<file path="src/rtl/gtd_pkg.sv">
// ----------------------------------------------------------------------------
// gtd_pkg
// Shared types, constants and helpers of the Goertzel tone detector.
// ----------------------------------------------------------------------------
package gtd_pkg;

  localparam int SAMPLE_BITS_DEF      = 16;
  localparam int MAX_BLOCK_LENGTH_DEF = 4096;
  localparam int QUEUE_DEPTH          = 2;

  localparam int SAMPLE_W   = 16;
  localparam int COEF_W     = 16;
  localparam int LEN_W      = 13;
  localparam int CFG_IDX_W  = 4;
  localparam int CFG_DATA_W = 16;
  localparam int VAL_W      = 48;
  localparam int POW_W      = 63;
  localparam int SUM_W      = 51;
  localparam int HALF_W     = 24;
  localparam int MUL_W      = 33;
  localparam int PROD_W     = 2 * MUL_W;
  localparam int FRAC_W     = 14;

  localparam logic signed [VAL_W-1:0]  VAL_MAX    = {1'b0, {(VAL_W-1){1'b1}}};
  localparam logic signed [VAL_W-1:0]  VAL_MIN    = {1'b1, {(VAL_W-1){1'b0}}};
  localparam logic [POW_W-1:0]         POWER_MAX  = '1;
  localparam logic [VAL_W-1:0]         ROOT_LIMIT = 48'd3037000499;
  localparam logic signed [PROD_W-1:0] ROUND_HALF = PROD_W'(1) <<< (FRAC_W - 1);

  localparam logic signed [COEF_W-1:0] COEF_RESET   = 16'sd0;
  localparam logic signed [COEF_W-1:0] COSINE_RESET = 16'sd16384;
  localparam logic signed [COEF_W-1:0] SINE_RESET   = 16'sd0;
  localparam logic [LEN_W-1:0]         LEN_RESET    = 13'd256;

  typedef enum logic [CFG_IDX_W-1:0] {
    CFG_COEF      = 4'd0,
    CFG_COSINE    = 4'd1,
    CFG_SINE      = 4'd2,
    CFG_BLOCK_LEN = 4'd3
  } cfg_idx_e;

  typedef struct packed {
    logic signed [COEF_W-1:0] coef;
    logic signed [COEF_W-1:0] cosine;
    logic signed [COEF_W-1:0] sine;
    logic [LEN_W-1:0]         blk_len;
  } cfg_t;

  typedef struct packed {
    logic                    sat;
    logic signed [VAL_W-1:0] val;
  } clamp_t;

  typedef enum logic [3:0] {
    ST_IDLE,
    ST_RHI,
    ST_RLO,
    ST_RSUM,
    ST_RUPD,
    ST_CHI,
    ST_CLO,
    ST_CSUM,
    ST_SLO,
    ST_SSUM,
    ST_IMAG,
    ST_MAG,
    ST_SQR_R,
    ST_SQR_I,
    ST_PSUM,
    ST_EMIT
  } back_state_e;

  function automatic clamp_t clamp_val(input logic signed [SUM_W-1:0] x);
    clamp_t r;
    if (x > SUM_W'(VAL_MAX)) begin
      r.sat = 1'b1;
      r.val = VAL_MAX;
    end else if (x < SUM_W'(VAL_MIN)) begin
      r.sat = 1'b1;
      r.val = VAL_MIN;
    end else begin
      r.sat = 1'b0;
      r.val = x[VAL_W-1:0];
    end
    return r;
  endfunction

endpackage

</file>
<file path="src/rtl/gtd_queue.sv">
// ----------------------------------------------------------------------------
// gtd_queue
// Short register queue that decouples sample intake from the filter datapath.
// ----------------------------------------------------------------------------
module gtd_queue #(
  parameter int DATA_W = 17,
  parameter int DEPTH  = gtd_pkg::QUEUE_DEPTH
) (
  input  logic              clk_i,
  input  logic              rst_ni,
  input  logic              push_valid_i,
  output logic              push_ready_o,
  input  logic [DATA_W-1:0] push_data_i,
  output logic              pop_valid_o,
  input  logic              pop_ready_i,
  output logic [DATA_W-1:0] pop_data_o
);

  localparam int PTR_W = (DEPTH > 1) ? $clog2(DEPTH) : 1;
  localparam int CNT_W = $clog2(DEPTH + 1);
  localparam logic [PTR_W-1:0] LastPtr = PTR_W'(DEPTH - 1);
  localparam logic [CNT_W-1:0] Full    = CNT_W'(DEPTH);

  logic [DATA_W-1:0] mem_q [DEPTH];
  logic [PTR_W-1:0]  wr_ptr_q, wr_ptr_d, rd_ptr_q, rd_ptr_d;
  logic [CNT_W-1:0]  cnt_q, cnt_d;
  logic              do_push, do_pop;

  assign push_ready_o = (cnt_q != Full);
  assign pop_valid_o  = (cnt_q != '0);
  assign pop_data_o   = mem_q[rd_ptr_q];
  assign do_push      = push_valid_i && push_ready_o;
  assign do_pop       = pop_valid_o && pop_ready_i;

  always_comb begin
    wr_ptr_d = wr_ptr_q;
    rd_ptr_d = rd_ptr_q;
    cnt_d    = cnt_q;
    if (do_push) begin
      wr_ptr_d = (wr_ptr_q == LastPtr) ? '0 : wr_ptr_q + PTR_W'(1);
    end
    if (do_pop) begin
      rd_ptr_d = (rd_ptr_q == LastPtr) ? '0 : rd_ptr_q + PTR_W'(1);
    end
    if (do_push && !do_pop) begin
      cnt_d = cnt_q + CNT_W'(1);
    end else if (do_pop && !do_push) begin
      cnt_d = cnt_q - CNT_W'(1);
    end
  end

  always_ff @(posedge clk_i or negedge rst_ni) begin
    if (!rst_ni) begin
      wr_ptr_q <= '0;
      rd_ptr_q <= '0;
      cnt_q    <= '0;
    end else begin
      wr_ptr_q <= wr_ptr_d;
      rd_ptr_q <= rd_ptr_d;
      cnt_q    <= cnt_d;
    end
  end

  always_ff @(posedge clk_i) begin
    if (do_push) begin
      mem_q[wr_ptr_q] <= push_data_i;
    end
  end

endmodule

</file>
<file path="config.mk">
export PLATFORM = sky130hd
export DESIGN_NAME = gtd_queue
export DESIGN_NICKNAME = d
export VERILOG_FILES = /design/src/rtl/gtd_pkg.sv /design/src/rtl/gtd_queue.sv
export SDC_FILE = /design/constraint.sdc
export NUM_CORES = 1
export LEC_CHECK = 0
export BUFFER_PORTS_ARGS = -buffer_cell sky130_fd_sc_hd__buf_4
export CAP_MARGIN = 20
export CORE_MARGIN = 1.5
export CORE_UTILIZATION = 50
export CTS_CLUSTER_DIAMETER = 40
export CTS_CLUSTER_SIZE = 28
export DETAILED_ROUTE_END_ITERATION = 7
export PLACE_DENSITY = 0.75
export RECOVER_POWER = 50
export SYNTH_ARGS = -nofsm -noshare
export SYNTH_HDL_FRONTEND = slang
export SYNTH_SLANG_ARGS = --single-unit
</file>
<file path="constraint.sdc">
create_clock -name clk_i -period 2.7 [get_ports clk_i]
set_clock_uncertainty 0.15 [all_clocks]
set_input_delay 0.135 -clock clk_i [delete_from_list [all_inputs] [get_ports clk_i]]
set_output_delay 0.135 -clock clk_i [all_outputs]
set_load 0.1 [all_outputs]
</file>
==> flow_summary.json, run 1 <==
{
  "whs_endpoint": "cnt_q[1]",
  "route.met2.wl_mm": 1.35,
  "criticalPathCategory": "flip-flop to output port",
  "drtIter0Drc": 14,
  "synth_most_common_cell": "edfxtp_1",
  "period_needed_ps": 2240,
  "synth.area.top_cells": "edfxtp_1, mux2_4, dfrtp_1",
  "num_rows": 19,
  "dp_hpwl_mm": 1.46,
  "grt_usage": 0.173,
  "final_cells": 169,
  "synth_edf_count": 34,
  "dr.pass1.iters": 3,
  "antenna_cells": 0,
  "synth_top_family_by_area": "multiplexers",
  "core_area_mm2": 0.00278,
  "cp_max_fo": 18,
  "muxShareOfSynthArea": 0.153,
  "dr_wl_met3_um": 140,
  "yosys.area_share.simple": 0.0246,
  "synth_compound_area_frac": 0,
  "syn_nets": 93,
  "start_kind": "flip-flop",
  "max_stage_delay_ps": 950,
  "yosysTopAreaCellShare": 0.693,
  "r2r-end": "mem_q[1][6]",
  "ios": 40,
  "nNetsFinal": 159,
  "synth_fa_ha_area_frac": 0.00849,
  "wl_mm": 2.52,
  "min_path_type": "flip-flop to flip-flop",
  "antenna_left": 0,
  "grt_pass1_vias": 894,
  "ff2ff_path_depth": 2,
  "setup_viol_count_final": 0,
  "maxSlewHeadroom": 0.226,
  "antenna_found_initial": 0,
  "synthFlopType": "edfxtp_1",
  "status": "complete, no violations",
  "io_buffers": 39,
  "dr_total_vias": 830,
  "drc": 0,
  "cp-end-kind": "output port",
  "critPathLaunch": "rd_ptr_q",
  "clock_sinks": 38,
  "placed_area_mm2": 0.00178,
  "cts_resized": 0,
  "maxCapViolCount": 0,
  "hold_depth": 1,
  "synth-seq-cells": 38,
  "finalSetupTns_ps": 0,
  "dieArea_mm2": 0.00328,
  "synthToLayoutAreaGrowth_pct": 41.9,
  "highest_layer": "met4",
  "insertion_delay_ps": 340,
  "h-tree-depth": 2,
  "synth-xor-area-share": 0.0297,
  "drv_slew": 0,
  "grt_first_pass_wirelength_mm": 4.07,
  "cp_cell_sequence": "mux2_2, buf_4",
  "synth_common_cells": "edfxtp_1, mux2_4, mux2_2",
  "routabilityCongestion": 0.612,
  "initial_core_util": 0.530,
  "fp.dieH_um": 57.3,
  "ys_async_sr_fraction": 0.105,
  "drive_above_1_share": 0.457,
  "clkTransAtPathRegs_ps": 110,
  "hold_violations": 0,
  "cts_setup_buffers": 0,
  "worstHoldStart": "cnt_q[1]",
  "cts_made_buffers": 5,
  "reg2reg_slack_ps": 880,
  "whs_ps": 363,
  "tritoncts": "done",
  "worstPathArrival_ps": 1950,
  "worst_slew_pin_slew_ps": 1170,
  "vias_per_cell": 4.91,
  "yosysWarnings": 0,
  "fmax_mhz": 447,
  "clk_path_buf_depth": 2,
  "grt_max_degree": 19,
  "die_w_um": 57.3,
  "grt_overflow": 0,
  "period_share": 0.828,
  "syn_area_mm2": 0.00147,
  "cp.required_ps": 2410,
  "wl_per_cell_um": 14.9,
  "netlist_instances": 71,
  "dp_cells": 140,
  "root_buffer": "clkbuf_4",
  "yosysTopAreaCell": "edfxtp_1",
  "wl_met1_um": 977,
  "ys_seq_area_frac": 0.761,
  "synth.distinct_cells": 16,
  "avgSynthCellArea_um2": 20.8,
  "rsz0062_at_grt": "false",
  "cp_slowest_cell": "dfrtp_1",
  "rr_startpoint": "cnt_q[0]",
  "final_cell_area_mm2": 0.00209
}
[state kept, by name, summed over array words and instances (netlist names)]
name and flops:
wr_ptr_q 1, mem_q 34, rd_ptr_q 1, cnt_q 2
[layer usage]
metal  GRT usage  vias to the layer above
met4      0.0698                        0
met3      0.0748                        8
li1            -                      398
met2       0.282                       27
met5           0                        -
met1       0.203                      397
[how the worst max path moves through the flow]
stage          slack, ps       endpoint
2_1_floorplan        200    mem_q[0][0]
3_3_place_gp         840  pop_data_o[2]
3_5_place_dp         830  pop_data_o[2]
4_1_cts              430  pop_data_o[1]
5_1_grt              330  pop_data_o[1]
6_report             460  pop_data_o[1]
[worst max-delay path: cells and delay by family, from the launching register on]
family / cells / cell delay [ps]
buf+inv: 1 / 230
flops: 1 / 950
mux: 1 / 420
[layout by cell type, fill, tap and decap left out]
cell,netlist,layout
nand2_1,1,1
mux2_4,9,9
nor2_1,2,2
buf_4,0,20
inv_1,1,1
clkbuf_4,0,22
dlygate4sd3_1,0,21
bufinv_16,0,2
xnor2_1,3,3
dfrtp_1,4,4
nand2b_1,1,1
nand2_2,1,1
clkbuf_8,0,1
ha_1,1,1
mux2_2,8,8
clkbuf_1,0,3
and3_1,1,1
edfxtp_1,34,34
xor2_1,2,2
or2_1,1,1
[logic make-up (layout without fill, tap and decap cells)]
family / after synthesis / after routing
flip-flops: 38 / 38
multiplexers: 17 / 17
AND/OR/NAND/NOR: 7 / 7
XOR/XNOR: 5 / 5
buffers and inverters: 3 / 70
adder cells (fa/ha/maj): 1 / 1
[stage by stage]
stage                util  setup WS, ps
global route        0.752           330
global placement    0.641           838
CTS                 0.757           425
detailed placement  0.641           829
finish              0.752           464
floorplan               -           197
[area by class of cell]
class / instances / area [um^2]
Clock inverter: 2 / 60.1
Inverter: 1 / 3.75
Multi-Input combinational cell: 30 / 318
Tap cell: 31 / 38.8
Sequential cell: 38 / 1120
Clock buffer: 6 / 51.3
Timing Repair Buffer: 61 / 499
Fill cell: 188 / 689
[what timing repair did]
action                                  in CTS  in global routing
hold endpoints to repair                    40                  0
endpoints found under the setup margin       0                  0
hold buffers                                21                  0
Power of run 1 is not shown: default switching activity piles up to over one toggle a cycle in this logic, so the estimate is an artifact.
==> inputs of run 2 (changes only) <==
--- a/config.mk
+++ b/config.mk
@@ -5,14 +5,15 @@
 export SDC_FILE = /design/constraint.sdc
 export NUM_CORES = 1
 export LEC_CHECK = 0
+export ABC_AREA = 1
 export BUFFER_PORTS_ARGS = -buffer_cell sky130_fd_sc_hd__buf_4
 export CAP_MARGIN = 20
 export CORE_MARGIN = 1.5
-export CORE_UTILIZATION = 50
+export CORE_UTILIZATION = 51
 export CTS_CLUSTER_DIAMETER = 40
 export CTS_CLUSTER_SIZE = 28
 export DETAILED_ROUTE_END_ITERATION = 7
-export PLACE_DENSITY = 0.75
+export PLACE_DENSITY = 0.76
 export RECOVER_POWER = 50
 export SYNTH_ARGS = -nofsm -noshare
 export SYNTH_HDL_FRONTEND = slang
==> constraint.sdc (replaced) <==
create_clock -name clk_i -period 2.11 [get_ports clk_i]
set_clock_uncertainty 0.15 [all_clocks]
set_input_delay 0.1055 -clock clk_i [delete_from_list [all_inputs] [get_ports clk_i]]
set_output_delay 0.1055 -clock clk_i [all_outputs]
set_load 0.1 [all_outputs]
==> run 2 against run 1 <==
Compared with the run above: wire length grew 5.8%; critical path depth grew 2; non-clock buffer count grew 2; global-route usage grew 1.6 points.
==> flow_summary.json, run 2 <==
{
  "dp_hpwl_mm": 1.75,
  "dr.pass1.iters": 4,
  "fmax_mhz": 531,
  "root_buffer": "clkbuf_4",
  "grt_first_pass_wirelength_mm": 4.57,
  "yosysTopAreaCellShare": 0.672,
  "mostFrequentLayoutCells": "nand2_1, edfxtp_1, buf_4",
  "criticalPathCategory": "flip-flop to output port",
  "cp_max_fo": 13,
  "synth.area.top_cells": "edfxtp_1, nand2_1, dfrtp_1",
  "antenna_found_initial": 0,
  "synth_edf_count": 34,
  "largest_reg_flops": 34,
  "hold_depth": 1,
  "cp-end-kind": "output port",
  "final_common_cell": "nand2_1",
  "nNetsFinal": 206,
  "num_rows": 19,
  "top_usage_layer": "met2",
  "drv_slew": 0,
  "fin_util": 0.751,
  "yosysWarnings": 0,
  "reg2reg_slack_ps": 390,
  "final_cells": 216,
  "status": "complete, no violations",
  "muxShareOfSynthArea": 0,
  "synth_compound_area_frac": 0,
  "core_area_mm2": 0.00278,
  "rsz0062_at_grt": "false",
  "max_stage_delay_ps": 670,
  "synth_common_cells": "nand2_1, edfxtp_1, nand2_2",
  "clkTransAtPathRegs_ps": 100,
  "antenna_left": 0,
  "yosysTopAreaCell": "edfxtp_1",
  "syn_area_mm2": 0.00152,
  "worstPathArrival_ps": 1630,
  "cp_slowest_cell": "dfrtp_1",
  "rr_startpoint": "cnt_q[0]",
  "met2_usage": 0.333,
  "insertion_delay_ps": 320,
  "vias_per_cell": 4.64,
  "synth_top_family_by_area": "simple AND/OR/NAND/NOR gates",
  "cp_cell_sequence": "buf_4, nand2_1, nand2_1, buf_4",
  "die_w_um": 57.6,
  "synthFlopType": "edfxtp_1",
  "largestRegisters": "mem_q (34), cnt_q (2)",
  "maxSlewHeadroom": 0.666,
  "ys_async_sr_fraction": 0.105,
  "synth.distinct_cells": 17,
  "grt_pass1_vias": 1080,
  "wl_per_cell_um": 12.4,
  "ios": 40,
  "finalSetupTns_ps": 0,
  "h-tree-depth": 2,
  "start_kind": "flip-flop",
  "critPathLaunch": "rd_ptr_q",
  "min_path_type": "flip-flop to flip-flop",
  "grt_usage": 0.189,
  "wl_mm": 2.67,
  "maxCapViolCount": 0,
  "synth_most_common_cell": "nand2_1",
  "grt_overflow": 0,
  "hold_violations": 0,
  "setup_viol_count_final": 0,
  "tritoncts": "done",
  "drtIter0Drc": 13,
  "dp_cells": 187,
  "cp.required_ps": 1850,
  "ys_seq_area_frac": 0.737,
  "clock_sinks": 38,
  "period_needed_ps": 1880,
  "synthToLayoutAreaGrowth_pct": 37.4,
  "worstHoldStart": "cnt_q[0]",
  "synth-xor-area-share": 0.0165,
  "top_register": "mem_q",
  "fp.dieH_um": 57.6,
  "syn_nets": 139,
  "yosys.area_share.simple": 0.186,
  "initial_core_util": 0.547,
  "use_met1": 0.204,
  "routabilityCongestion": 0.799,
  "ff2ff_path_depth": 5,
  "period_share": 0.893,
  "drc": 0,
  "io_buffers": 39,
  "cts_setup_buffers": 0,
  "clk_path_buf_depth": 2,
  "synth_fa_ha_area_frac": 0.00823,
  "antenna_cells": 0,
  "dr_total_vias": 1003,
  "grt_max_degree": 19,
  "avgSynthCellArea_um2": 13.0,
  "cts_made_buffers": 5,
  "met3_usage": 0.0499,
  "r2r-end": "mem_q[1][7]",
  "drive_above_1_share": 0.297,
  "worst_slew_pin_slew_ps": 501,
  "whs_endpoint": "cnt_q[0]",
  "dieArea_mm2": 0.00332,
  "netlist_instances": 117,
  "synth-seq-cells": 38
}
run 2: cell count changes in the layout (fill, tap and decap cells not counted), moves of 3 or more:
cell	delta
inv_1	+4
nand2_1	+54
buf_4	+3
nand2_2	+5
mux2_2	-8
mux2_4	-9
run 2: worst max-delay path by stage:
stage                           endpoint
after floorplan              mem_q[0][0]
after global placement     pop_data_o[5]
after detailed placement  pop_data_o[13]
after CTS                 pop_data_o[13]
after global routing      pop_data_o[14]
final                     pop_data_o[14]
run 2: layout make-up:
class                   instances  area (um^2)
multi-input cells              69          305
fillers                       179          692
flip-flops and latches         38         1120
clock buffers                   7         45.0
well taps                      31         38.8
inverters                       7         33.8
clock inverters                 1         30.0
repair buffers                 63          515
run 2: metrics by stage:
stage | cell area, um^2 | setup WS [ps] | hold WS, ps
floorplan | 1520 | 15.2 | -340
global placement | 1830 | 576 | -244
detailed placement | 1830 | 549 | -244
CTS | 2110 | 173 | 326
global route | 2090 | 69.0 | 354
finish | 2090 | 227 | 363
run 2: cell families (layout without fill, tap and decap cells):
family / after synthesis / count (layout)
DFF: 38 / 38
xor gates and xnor gates: 2 / 2
and+or+nand+nor: 66 / 66
adders and majority gates: 1 / 1
buffers and inverters: 10 / 78
run 2: critical path, delay by kind of cell, from the launching register on:
family / cells / cell delay, ps
simple gates: 2 / 120
flops: 1 / 670
buf+inv: 2 / 520
run 2: timing repair:
action,in CTS,in global routing
hold buffers,21,0
setup endpoints to repair,0,0
hold endpoints to repair,40,0
resized for setup,0,0
run 2: routing by layer:
layer,vias to the layer above,part of all wire
li1,518,-
met3,7,0.030
met1,452,0.39
met5,-,0
met2,26,0.55
met4,0,0.024
Power of run 2 is left out for the same reason.
