<file path="src/rtl/gtd_pkg.sv">
// ----------------------------------------------------------------------------
// gtd_pkg
// Shared types, constants and helpers of the Goertzel tone detector.
// ----------------------------------------------------------------------------
package gtd_pkg;

  localparam int SAMPLE_BITS_DEF      = 16;
  localparam int MAX_BLOCK_LENGTH_DEF = 4096;
  localparam int QUEUE_DEPTH          = 2;

  localparam int SAMPLE_W   = 16;
  localparam int COEF_W     = 16;
  localparam int LEN_W      = 13;
  localparam int CFG_IDX_W  = 4;
  localparam int CFG_DATA_W = 16;
  localparam int VAL_W      = 48;
  localparam int POW_W      = 63;
  localparam int SUM_W      = 51;
  localparam int HALF_W     = 24;
  localparam int MUL_W      = 33;
  localparam int PROD_W     = 2 * MUL_W;
  localparam int FRAC_W     = 14;

  localparam logic signed [VAL_W-1:0]  VAL_MAX    = {1'b0, {(VAL_W-1){1'b1}}};
  localparam logic signed [VAL_W-1:0]  VAL_MIN    = {1'b1, {(VAL_W-1){1'b0}}};
  localparam logic [POW_W-1:0]         POWER_MAX  = '1;
  localparam logic [VAL_W-1:0]         ROOT_LIMIT = 48'd3037000499;
  localparam logic signed [PROD_W-1:0] ROUND_HALF = PROD_W'(1) <<< (FRAC_W - 1);

  localparam logic signed [COEF_W-1:0] COEF_RESET   = 16'sd0;
  localparam logic signed [COEF_W-1:0] COSINE_RESET = 16'sd16384;
  localparam logic signed [COEF_W-1:0] SINE_RESET   = 16'sd0;
  localparam logic [LEN_W-1:0]         LEN_RESET    = 13'd256;

  typedef enum logic [CFG_IDX_W-1:0] {
    CFG_COEF      = 4'd0,
    CFG_COSINE    = 4'd1,
    CFG_SINE      = 4'd2,
    CFG_BLOCK_LEN = 4'd3
  } cfg_idx_e;

  typedef struct packed {
    logic signed [COEF_W-1:0] coef;
    logic signed [COEF_W-1:0] cosine;
    logic signed [COEF_W-1:0] sine;
    logic [LEN_W-1:0]         blk_len;
  } cfg_t;

  typedef struct packed {
    logic                    sat;
    logic signed [VAL_W-1:0] val;
  } clamp_t;

  typedef enum logic [3:0] {
    ST_IDLE,
    ST_RHI,
    ST_RLO,
    ST_RSUM,
    ST_RUPD,
    ST_CHI,
    ST_CLO,
    ST_CSUM,
    ST_SLO,
    ST_SSUM,
    ST_IMAG,
    ST_MAG,
    ST_SQR_R,
    ST_SQR_I,
    ST_PSUM,
    ST_EMIT
  } back_state_e;

  function automatic clamp_t clamp_val(input logic signed [SUM_W-1:0] x);
    clamp_t r;
    if (x > SUM_W'(VAL_MAX)) begin
      r.sat = 1'b1;
      r.val = VAL_MAX;
    end else if (x < SUM_W'(VAL_MIN)) begin
      r.sat = 1'b1;
      r.val = VAL_MIN;
    end else begin
      r.sat = 1'b0;
      r.val = x[VAL_W-1:0];
    end
    return r;
  endfunction

endpackage

</file>
<file path="src/rtl/gtd_front.sv">
// ----------------------------------------------------------------------------
// gtd_front
// Accepts samples, counts them against the block length and tags the last
// sample of each block before handing the item to the queue.
// ----------------------------------------------------------------------------
module gtd_front #(
  parameter int SAMPLE_BITS      = gtd_pkg::SAMPLE_BITS_DEF,
  parameter int MAX_BLOCK_LENGTH = gtd_pkg::MAX_BLOCK_LENGTH_DEF
) (
  input  logic                                clk_i,
  input  logic                                rst_ni,
  input  logic                                in_valid_i,
  output logic                                in_stall_o,
  input  logic signed [gtd_pkg::SAMPLE_W-1:0] sample_value_i,
  input  logic [gtd_pkg::LEN_W-1:0]           block_length_i,
  output logic                                push_valid_o,
  input  logic                                push_ready_i,
  output logic [SAMPLE_BITS:0]                push_data_o
);
  import gtd_pkg::*;

  localparam int CNT_W = $clog2(MAX_BLOCK_LENGTH + 1);
  localparam int CMP_W = (CNT_W > LEN_W) ? CNT_W : LEN_W;
  localparam int RAW_W = (SAMPLE_BITS > SAMPLE_W) ? SAMPLE_BITS : SAMPLE_W;
  localparam logic [CMP_W-1:0] MaxLen = CMP_W'(MAX_BLOCK_LENGTH);

  logic [CNT_W-1:0] cnt_q, cnt_d;
  logic [CMP_W-1:0] cnt_x, cnt_inc, bl_x, len_eff;
  logic [RAW_W-1:0] raw;
  logic             last;
  logic             accept;

  assign in_stall_o   = !push_ready_i;
  assign push_valid_o = in_valid_i;
  assign accept       = in_valid_i && push_ready_i;

  always_comb begin
    cnt_x   = CMP_W'(cnt_q);
    bl_x    = CMP_W'(block_length_i);
    cnt_inc = (cnt_x < MaxLen) ? cnt_x + CMP_W'(1) : cnt_x;
    if (bl_x == '0) begin
      len_eff = CMP_W'(1);
    end else if (bl_x > MaxLen) begin
      len_eff = MaxLen;
    end else begin
      len_eff = bl_x;
    end
    last  = (cnt_inc >= len_eff);
    cnt_d = cnt_q;
    if (accept) begin
      cnt_d = last ? '0 : CNT_W'(cnt_inc);
    end
    raw         = RAW_W'($unsigned(sample_value_i));
    push_data_o = {last, raw[SAMPLE_BITS-1:0]};
  end

  always_ff @(posedge clk_i or negedge rst_ni) begin
    if (!rst_ni) begin
      cnt_q <= '0;
    end else begin
      cnt_q <= cnt_d;
    end
  end

endmodule

</file>
<file path="config.mk">
export PLATFORM = sky130hd
export DESIGN_NAME = gtd_front
export DESIGN_NICKNAME = d
export VERILOG_FILES = /design/src/rtl/gtd_pkg.sv /design/src/rtl/gtd_front.sv
export SDC_FILE = /design/constraint.sdc
export NUM_CORES = 1
export LEC_CHECK = 0
export ABC_AREA = 1
export BUFFER_PORTS_ARGS = -buffer_cell sky130_fd_sc_hd__buf_2
export CAP_MARGIN = 40
export CORE_MARGIN = 3
export CORE_UTILIZATION = 45
export CTS_CLUSTER_DIAMETER = 50
export CTS_CLUSTER_SIZE = 20
export DETAILED_ROUTE_END_ITERATION = 10
export PLACE_DENSITY = 0.77
export SLEW_MARGIN = 0
export SYNTH_ARGS = -nofsm -noshare
export SYNTH_HDL_FRONTEND = slang
export SYNTH_SLANG_ARGS = --single-unit
export TNS_END_PERCENT = 30
</file>
<file path="constraint.sdc">
create_clock -name clk_i -period 2.2 [get_ports clk_i]
set_input_delay 0.22 -clock clk_i [delete_from_list [all_inputs] [get_ports clk_i]]
set_output_delay 0.22 -clock clk_i [all_outputs]
set_load 0.02 [all_outputs]
</file>
==> results.cfg, run 1 <==
[cts]
clk_pin_slew_ns = 0.09
clk_latency_ns = 0.29
cts_inserted_buffers = 3
cts_max_level = 1
numClockSinks = 13
cts_tree = yes
clockBufferDepth = 2
root_buffer = clkbuf_4

[synth]
yosysTopAreaCell = dfrtp_1
yosysMostFrequentCell = nand2_1
synth_top_area_frac = 0.232
synth_seq_area_share = 0.232
ys_types = 24
synth_edf_count = 0
synth_ff_type = dfrtp_1
ys_warn_count = 0
synth-async-reset-ratio = 1.00
synthTopCellsByCount = 75 x nand2_1, 26 x inv_1, 18 x buf_4, 14 x ha_1
synth_nets = 260
synth_seq_cells = 13
syn_avg_cell_area_um2 = 6.58
syn_area_um2 = 1400
synthTopCellsByArea = dfrtp_1 23%, nand2_1 20%, ha_1 12%, buf_4 9.6%, inv_1 7.0%
synth_cells = 213

[detailed_routing]
drt_iter0_drc = 70
ant_nets = 0
first_pass_iters = 4
drt-total-wl_mm = 3.76
drc = 0
routed-via-count = 1397
routedWlPerCell_um = 13.9
viasPerCell = 5.15

[place]
numPortBuffers = 19
gp_congestion = 0.844
placedCellCount = 259
hpwl_mm = 2.48

[setup_path]
worstPathArrival_ns = 2.37
slowest_stage = dfrtp_1
reg2reg_to = cnt_q[7]
rrSetupSlack_ns = -0.33
cp_max_fo = 4
cp-start-kind = flip-flop
end_kind = primary output
r2r_start = cnt_q[0]
path_cells = ha_2, nand2_2, nor2_4, nand3_2, xor2_2, ha_1, nand2_1, nand2_1, a21oi_2, nand2_1, inv_1, nand2_2, buf_6
criticalPathCategory = reg2out
cpMostUsedCell = nand2_1
max_stage_delay_ns = 0.38
reg2regPathDepth = 18
required_ns = 1.98

[grt]
grt_pass1_wl_mm = 5.42
first_global_vias = 1241
grt_remaining_overflow = 0
antenna_found_initial = 0
grt.total_usage = 0.193
grt_max_degree = 17

[sta]
rsz0062_at_grt = yes
min_period_ns = 2.59
fin_ws_ns = -0.389
setup_viol = 14
skew_ns = 0.00483
final-hold-violation-count = 0
tightest_slew_ns = 0.584
timing.slew.headroom = 0.610
setup_tns_ns = -3.15
max_freq_mhz = 386
fin_crit_sh = 1.18
slew_viol_final = 0

[layout]
diodes = 0
top_register = cnt_q
largest_register_ff_count = 13
layout-drive-gt1-share = 0.363
top_regs = cnt_q (13)
syn_to_final_growth_pct = 24.4
instances_no_fill = 271
fin_nets = 288
fillCellCount = 259

[run]
maxCapViolations = 0

[power]
p_leak_nw = 0.943
powerDensity_nw_per_um2 = 615
peakVddDrop_mv = 0.494

[die]
num_io_pins = 52
fp.dieH_um = 61.8
die_x_um = 61.8
die-area_um2 = 3820
initial_core_util = 0.492
coreArea_um2 = 2850
rows = 19

[status]
outcome = finished with violations
violations = setup timing

[min_path]
hold_path.class = in2async
## layer usage
| metal | vias to the layer above | wire length, um | global-route usage |
|---|---|---|---|
| met5 | - | 0 | 0 |
| met4 | 0 | 89 | 0.0576 |
| met3 | 11 | 215 | 0.0517 |
| met2 | 50 | 2020 | 0.326 |
| met1 | 639 | 1440 | 0.241 |
| li1 | 697 | - | - |
## report_power, final
part	total [mW]	internal, mW	switching, mW	leakage [nW]
logic	0.599	0.270	0.329	0.749
clock network	0.158	0.0678	0.0904	0.0177
registers	0.316	0.276	0.0405	0.176
total	1.07	0.614	0.460	0.943
## layout make-up
cell class	instances	area, um2	share of cell area
repair buffers	43	295	0.169
flip-flops and latches	13	325	0.186
multi-input cells	151	950	0.544
inverters	29	109	0.0624
well taps	31	38.8	0.0222
clock inverters	1	5.00	0.00287
clock buffers	3	22.5	0.0129
## how the worst max path moves through the flow
| stage | startpoint | endpoint | slack, ns | cells past startpoint |
|---|---|---|---|---|
| after global placement | cnt_q[0] | push_data_o[16] | -0.06 | 13 |
| after detailed placement | block_length_i[8] | cnt_q[2] | -0.15 | 14 |
| final | cnt_q[0] | push_data_o[16] | -0.39 | 13 |
| after global routing | cnt_q[0] | push_data_o[16] | -0.51 | 13 |
| after CTS | cnt_q[1] | push_data_o[16] | -0.31 | 16 |
| after floorplan | cnt_q[0] | push_data_o[16] | 0.005 | 14 |
## timing repair
action                                 in CTS  in global routing
setup endpoints to repair                  13                 14
pin swaps                                   8                 16
endpoints found under the hold margin      13                  0
gates resized for setup                    19                 16
hold buffers                                1                  0
setup buffers                               2                  5
## metrics by stage
stage                     power, mW  worst slack [ns]  utilization  instance area (um2)  hold slack, ns
after floorplan               0.657           0.00457            -                 1400         -0.0756
after global placement        0.770           -0.0554        0.530                 1510           0.122
after detailed placement      0.782            -0.153        0.530                 1510           0.121
after CTS                     0.983            -0.313        0.573                 1630           0.349
after global routing           1.16            -0.512        0.612                 1750           0.366
final                          1.07            -0.389        0.612                 1750           0.341
## layout by cell type (no fill, tap or decap), types with 3 or more instances in the layout
cell type / Yosys / layout
clkbuf_4: 0 / 3
buf_6: 0 / 4
inv_1: 26 / 23
a21oi_2: 0 / 3
o21ai_2: 0 / 7
nor2_1: 13 / 12
nand3_1: 11 / 8
dfrtp_1: 13 / 13
nand2_2: 6 / 8
a21oi_1: 6 / 3
buf_4: 18 / 20
buf_2: 1 / 18
inv_2: 2 / 5
nand3_2: 0 / 3
ha_1: 14 / 11
nand2_1: 75 / 72
## logic make-up after synthesis
kind of cell / synth area share
buf+inv: 0.180
compound gates: 0.0624
xor+xnor: 0.0607
fa+ha+maj: 0.125
flops: 0.232
simple gates: 0.340
## critical path, delay by kind of cell (launching register included)
family | cells | cell delay [ns]
and+or+nand+nor | 7 | 0.63
adders and majority gates | 2 | 0.53
DFF | 1 | 0.38
buffers and inverters | 2 | 0.22
xor gates and xnor gates | 1 | 0.17
AOI/OAI and AO/OA | 1 | 0.13
Power figures use the tool's default switching activity.
==> inputs of run 2 (changes only) <==
--- a/config.mk
+++ b/config.mk
@@ -8,6 +8,7 @@
 export ABC_AREA = 1
 export BUFFER_PORTS_ARGS = -buffer_cell sky130_fd_sc_hd__buf_2
 export CAP_MARGIN = 40
+export CORE_ASPECT_RATIO = 1.25
 export CORE_MARGIN = 3
 export CORE_UTILIZATION = 45
 export CTS_CLUSTER_DIAMETER = 50
==> run 2 against run 1 <==
Compared with the run above: the run still ends with setup timing left; critical path depth is the same; via count shrank 0.79%; setup slack gained 0.031 ns; global-route usage shrank 2.1 points; wire length shrank 8.8%; worst hold slack gained 0.017 ns; combinational power shrank 3%; critical endpoint unchanged; highest routed layer unchanged.
==> results.cfg, run 2 (same netlist as run 1, synthesis figures left out) <==
[grt]
first_global_vias = 1263
grt_remaining_overflow = 0
grt_max_degree = 17
grt_pass1_wl_mm = 5.23
grt.total_usage = 0.172
antenna_found_initial = 0

[sta]
max_freq_mhz = 391
slew_viol_final = 0
timing.slew.headroom = 0.626
min_period_ns = 2.56
rsz0062_at_grt = yes
setup_tns_ns = -3.48
fin_crit_sh = 1.16
tightest_slew_ns = 0.560
final-hold-violation-count = 0
fin_ws_ns = -0.358
skew_ns = 0.00400
setup_viol = 14

[layout]
final_common_cell = nand2_1
final_area_um2 = 1780
fillCellCount = 260
layout-drive-gt1-share = 0.373
final_cell_mix = 68 x nand2_1, 24 x buf_4, 22 x inv_1
diodes = 0
top_regs = cnt_q (13)
largest_register_ff_count = 13
top_register = cnt_q
syn_to_final_growth_pct = 27.1
fin_nets = 292

[detailed_routing]
routed-via-count = 1386
ant_nets = 0
first_pass_iters = 4
drt-total-wl_mm = 3.43
routedWlPerCell_um = 12.3
viasPerCell = 4.95
drt_iter0_drc = 39
drc = 0

[setup_path]
critical_path.top_delay_family = simple AND/OR/NAND/NOR gates
end_kind = primary output
required_ns = 1.98
criticalPathCategory = reg2out
cpMostUsedCell = nand2_2
cp_max_fo = 4
slowest_stage = dfrtp_1
crit_buf_inv = 2
path_cells = ha_2, nand2_2, nor2_4, nand3_1, xor2_1, ha_1, nand2_1, nand2_1, a21oi_2, nand2_2, inv_2, nand2_2, buf_6
cp-start-kind = flip-flop
max_stage_delay_ns = 0.39
worstPathArrival_ns = 2.34

[cts]
clk_latency_ns = 0.27
root_buffer = clkbuf_4
cts_max_level = 1
cts_inserted_buffers = 3
cts_tree = yes
numClockSinks = 13
clockBufferDepth = 2
clk_pin_slew_ns = 0.07

[place]
gp_congestion = 0.897
numPortBuffers = 19
placed_area_um2 = 1570
hpwl_mm = 2.46

[power]
powerDensity_nw_per_um2 = 588
p_leak_nw = 0.961
power.total_mw = 1.05
peakVddDrop_mv = 0.396

[die]
fp.dieH_um = 68.4
initial_core_util = 0.472
die_x_um = 55.9
rows = 22
coreArea_um2 = 2970
num_io_pins = 52
die-area_um2 = 3830

[min_path]
hold_path.class = in2async

[status]
outcome = finished with violations
violations = setup timing

[run]
maxCapViolations = 0
-- run 2: worst paths after layout --
check / startpoint / endpoint / slack [ns] / cells past startpoint
hold reg to reg: cnt_q[10] / cnt_q[10] / 0.54 / 2
setup / recovery: cnt_q[1] / push_data_o[16] / -0.36 / 13
setup reg to reg: cnt_q[1] / cnt_q[7] / -0.33 / 18
max in group asynchronous: rst_ni / cnt_q[6] / 1.61 / 2
hold / removal: rst_ni / cnt_q[12] / 0.36 / 2
min in group clk_i: sample_value_i[10] / push_data_o[10] / 0.44 / 0
-- run 2: per-stage QoR --
| stage | cells | setup WS [ns] | utilization | hold slack (ns) |
|---|---|---|---|---|
| after floorplan | 213 | 0.00457 | - | -0.0756 |
| after global placement | 269 | -0.0618 | 0.528 | 0.117 |
| after detailed placement | 269 | -0.0651 | 0.528 | 0.121 |
| after CTS | 276 | -0.229 | 0.566 | 0.356 |
| after global routing | 280 | -0.495 | 0.600 | 0.391 |
| final | 280 | -0.358 | 0.600 | 0.359 |
-- run 2: report_power, final --
part	switching [mW]	internal [mW]	total, mW
Clock	0.0693	0.0701	0.139
Combinational	0.309	0.274	0.583
Sequential	0.0502	0.276	0.326
Total	0.428	0.620	1.05
-- run 2: final cells by class --
class                           instances  area (um2)  area share
Sequential cell                        13         325       0.182
Multi-Input combinational cell        151         943       0.529
Tap cell                               36        45.0      0.0253
Clock buffer                            4        26.3      0.0147
Inverter                               29         109      0.0611
Timing Repair Buffer                   47         334       0.187
-- run 2: repair_timing --
action / CTS / global route
setup buffers: 2 / 5
setup endpoints to repair: 12 / 14
hold buffers: 1 / 0
pin swaps: 10 / 19
gates resized for setup: 17 / 19
hold endpoints to repair: 13 / 0
-- run 2: layer usage --
layer	vias up	GRT usage	wire length, um
met4	0	0.113	70
met3	6	0.0170	146
li1	711	-	-
met1	643	0.201	1490
met5	-	0	0
met2	26	0.303	1720
==> inputs of run 3 (changes only) <==
--- a/config.mk
+++ b/config.mk
@@ -14,7 +14,7 @@
 export CTS_CLUSTER_DIAMETER = 50
 export CTS_CLUSTER_SIZE = 20
 export DETAILED_ROUTE_END_ITERATION = 10
-export PLACE_DENSITY = 0.77
+export PLACE_DENSITY = 0.74
 export SLEW_MARGIN = 0
 export SYNTH_ARGS = -nofsm -noshare
 export SYNTH_HDL_FRONTEND = slang
==> constraint.sdc (replaced) <==
create_clock -name clk_i -period 2.75 [get_ports clk_i]
set_input_delay 0.275 -clock clk_i [delete_from_list [all_inputs] [get_ports clk_i]]
set_output_delay 0.275 -clock clk_i [all_outputs]
set_load 0.02 [all_outputs]
==> run 3 against run 2 <==
Compared with the run above: the run now ends clean; core utilization decreased by 6.2 points; cell area decreased by 10%; worst hold slack improved by 0.044 ns; via count decreased by 7.3%; clock skew about the same; sequential share of layout area increased by 2.1 points; critical endpoint unchanged.
==> results.cfg, run 3 (same netlist as run 1, synthesis figures left out) <==
[layout]
final_cell_mix = 70 x nand2_1, 25 x inv_1, 18 x buf_2
syn_to_final_growth_pct = 14.0
layout-drive-gt1-share = 0.275
final_area_um2 = 1600
fillCellCount = 318
instances_no_fill = 265
fin_nets = 277
top_regs = cnt_q (13)
final_common_cell = nand2_1
top_register = cnt_q
diodes = 0
largest_register_ff_count = 13

[grt]
antenna_found_initial = 0
first_global_vias = 1161
grt.total_usage = 0.171
grt_remaining_overflow = 0
grt_max_degree = 17
grt_pass1_wl_mm = 5.08

[cts]
clk_latency_ns = 0.28
cts_tree = yes
clockBufferDepth = 2
numClockSinks = 13
cts_max_level = 1
clk_pin_slew_ns = 0.08
cts_inserted_buffers = 3
root_buffer = clkbuf_4

[setup_path]
required_ns = 2.48
worstPathArrival_ns = 2.38
cp-start-kind = flip-flop
r2r_start = cnt_q[0]
cp_max_fo = 6
reg2regPathDepth = 12
reg2reg_to = cnt_q[8]
criticalPathCategory = reg2out
end_kind = primary output
rrSetupSlack_ns = 0.40

[die]
die_x_um = 55.9
fp.dieH_um = 68.4
coreArea_um2 = 2970
initial_core_util = 0.472
num_io_pins = 52
die-area_um2 = 3830
rows = 22

[sta]
setup_viol = 0
tightest_slew_ns = 0.496
slew_viol_final = 0
min_period_ns = 2.66
skew_ns = 0.00400
hold-worst-slack_ns = 0.403
timing.slew.headroom = 0.669
max_freq_mhz = 376
fin_crit_sh = 0.966
final-hold-violation-count = 0

[detailed_routing]
first_pass_iters = 4
routed-via-count = 1285
drt-total-wl_mm = 3.34
drt_iter0_drc = 49
drc = 0
routedWlPerCell_um = 12.6
ant_nets = 0
viasPerCell = 4.85

[place]
placedCellCount = 248
numPortBuffers = 19
placed_area_um2 = 1400
hpwl_mm = 2.48
gp_congestion = 0.857

[status]
outcome = complete, no violations

[run]
maxCapViolations = 0

[min_path]
hold_path.class = in2async

[power]
power.total_uw = 771
peakVddDrop_mv = 0.344
powerDensity_nw_per_um2 = 482
p_leak_nw = 0.870
[run 3: changes by cell type in the layout (fill, tap and decap cells not counted), moves of 2 or more]
cell     change
nand2_1      +2
buf_6        -3
o22ai_1      +2
buf_4       -11
o21ai_1      +4
nand2_2      -3
inv_1        +3
o21ai_2      -5
inv_2        -3
[run 3: cell type report]
| type | instances | area [um2] | area share |
|---|---|---|---|
| timing repair buffer | 32 | 198 | 0.124 |
| clock buffer | 4 | 26.3 | 0.0164 |
| tap | 36 | 45.0 | 0.0282 |
| inverter | 29 | 109 | 0.0681 |
| multi-input combinational | 151 | 896 | 0.560 |
| sequential | 13 | 325 | 0.203 |
[run 3: through the flow]
stage                util  setup slack (ns)  setup TNS, ns
finish              0.538            0.0932              0
global route        0.538           -0.0625        -0.0625
CTS                 0.488            0.0255              0
detailed placement  0.471             0.250              0
global placement    0.471             0.264              0
floorplan               -             0.500              0
[run 3: how the worst max path moves through the flow]
stage	start	to	slack, ns	cells past startpoint
after global routing	cnt_q[0]	push_data_o[16]	-0.06	14
after floorplan	cnt_q[0]	push_data_o[16]	0.50	14
after global placement	block_length_i[4]	push_data_o[16]	0.26	18
after CTS	cnt_q[0]	push_data_o[16]	0.03	14
final	cnt_q[0]	push_data_o[16]	0.09	12
after detailed placement	block_length_i[4]	push_data_o[16]	0.25	18
[run 3: timing repair]
item / CTS / global route
pin swaps: 0 / 8
setup buffers: 1 / 11
endpoints found under the hold margin: 13 / 0
endpoints found under the setup margin: 1 / 1
gates resized for setup: 2 / 16
hold buffers: 1 / 0
[run 3: critical path: stages (launching register included)]
cell	delay (ns)
dfrtp_1	0.40
ha_2	0.21
nand2_2	0.07
buf_4	0.14
xnor2_1	0.24
ha_1	0.30
a21oi_1	0.18
nand2_1	0.08
nand2_1	0.06
nand2_1	0.08
nand2_2	0.09
nand2_4	0.08
buf_4	0.16
[run 3: power by group]
group	internal [mW]	total (mW)	switching, mW	leakage, nW
registers	0.220	0.263	0.0425	0.176
clock network	0.0563	0.118	0.0619	0.0150
logic	0.165	0.390	0.225	0.679
[run 3: layer usage]
metal | up-vias | part of all wire | GRT usage
met4 | 0 | 0.015 | 0.0950
li1 | 670 | - | -
met3 | 5 | 0.041 | 0.0208
met5 | - | 0 | 0
met2 | 22 | 0.52 | 0.327
met1 | 588 | 0.42 | 0.185
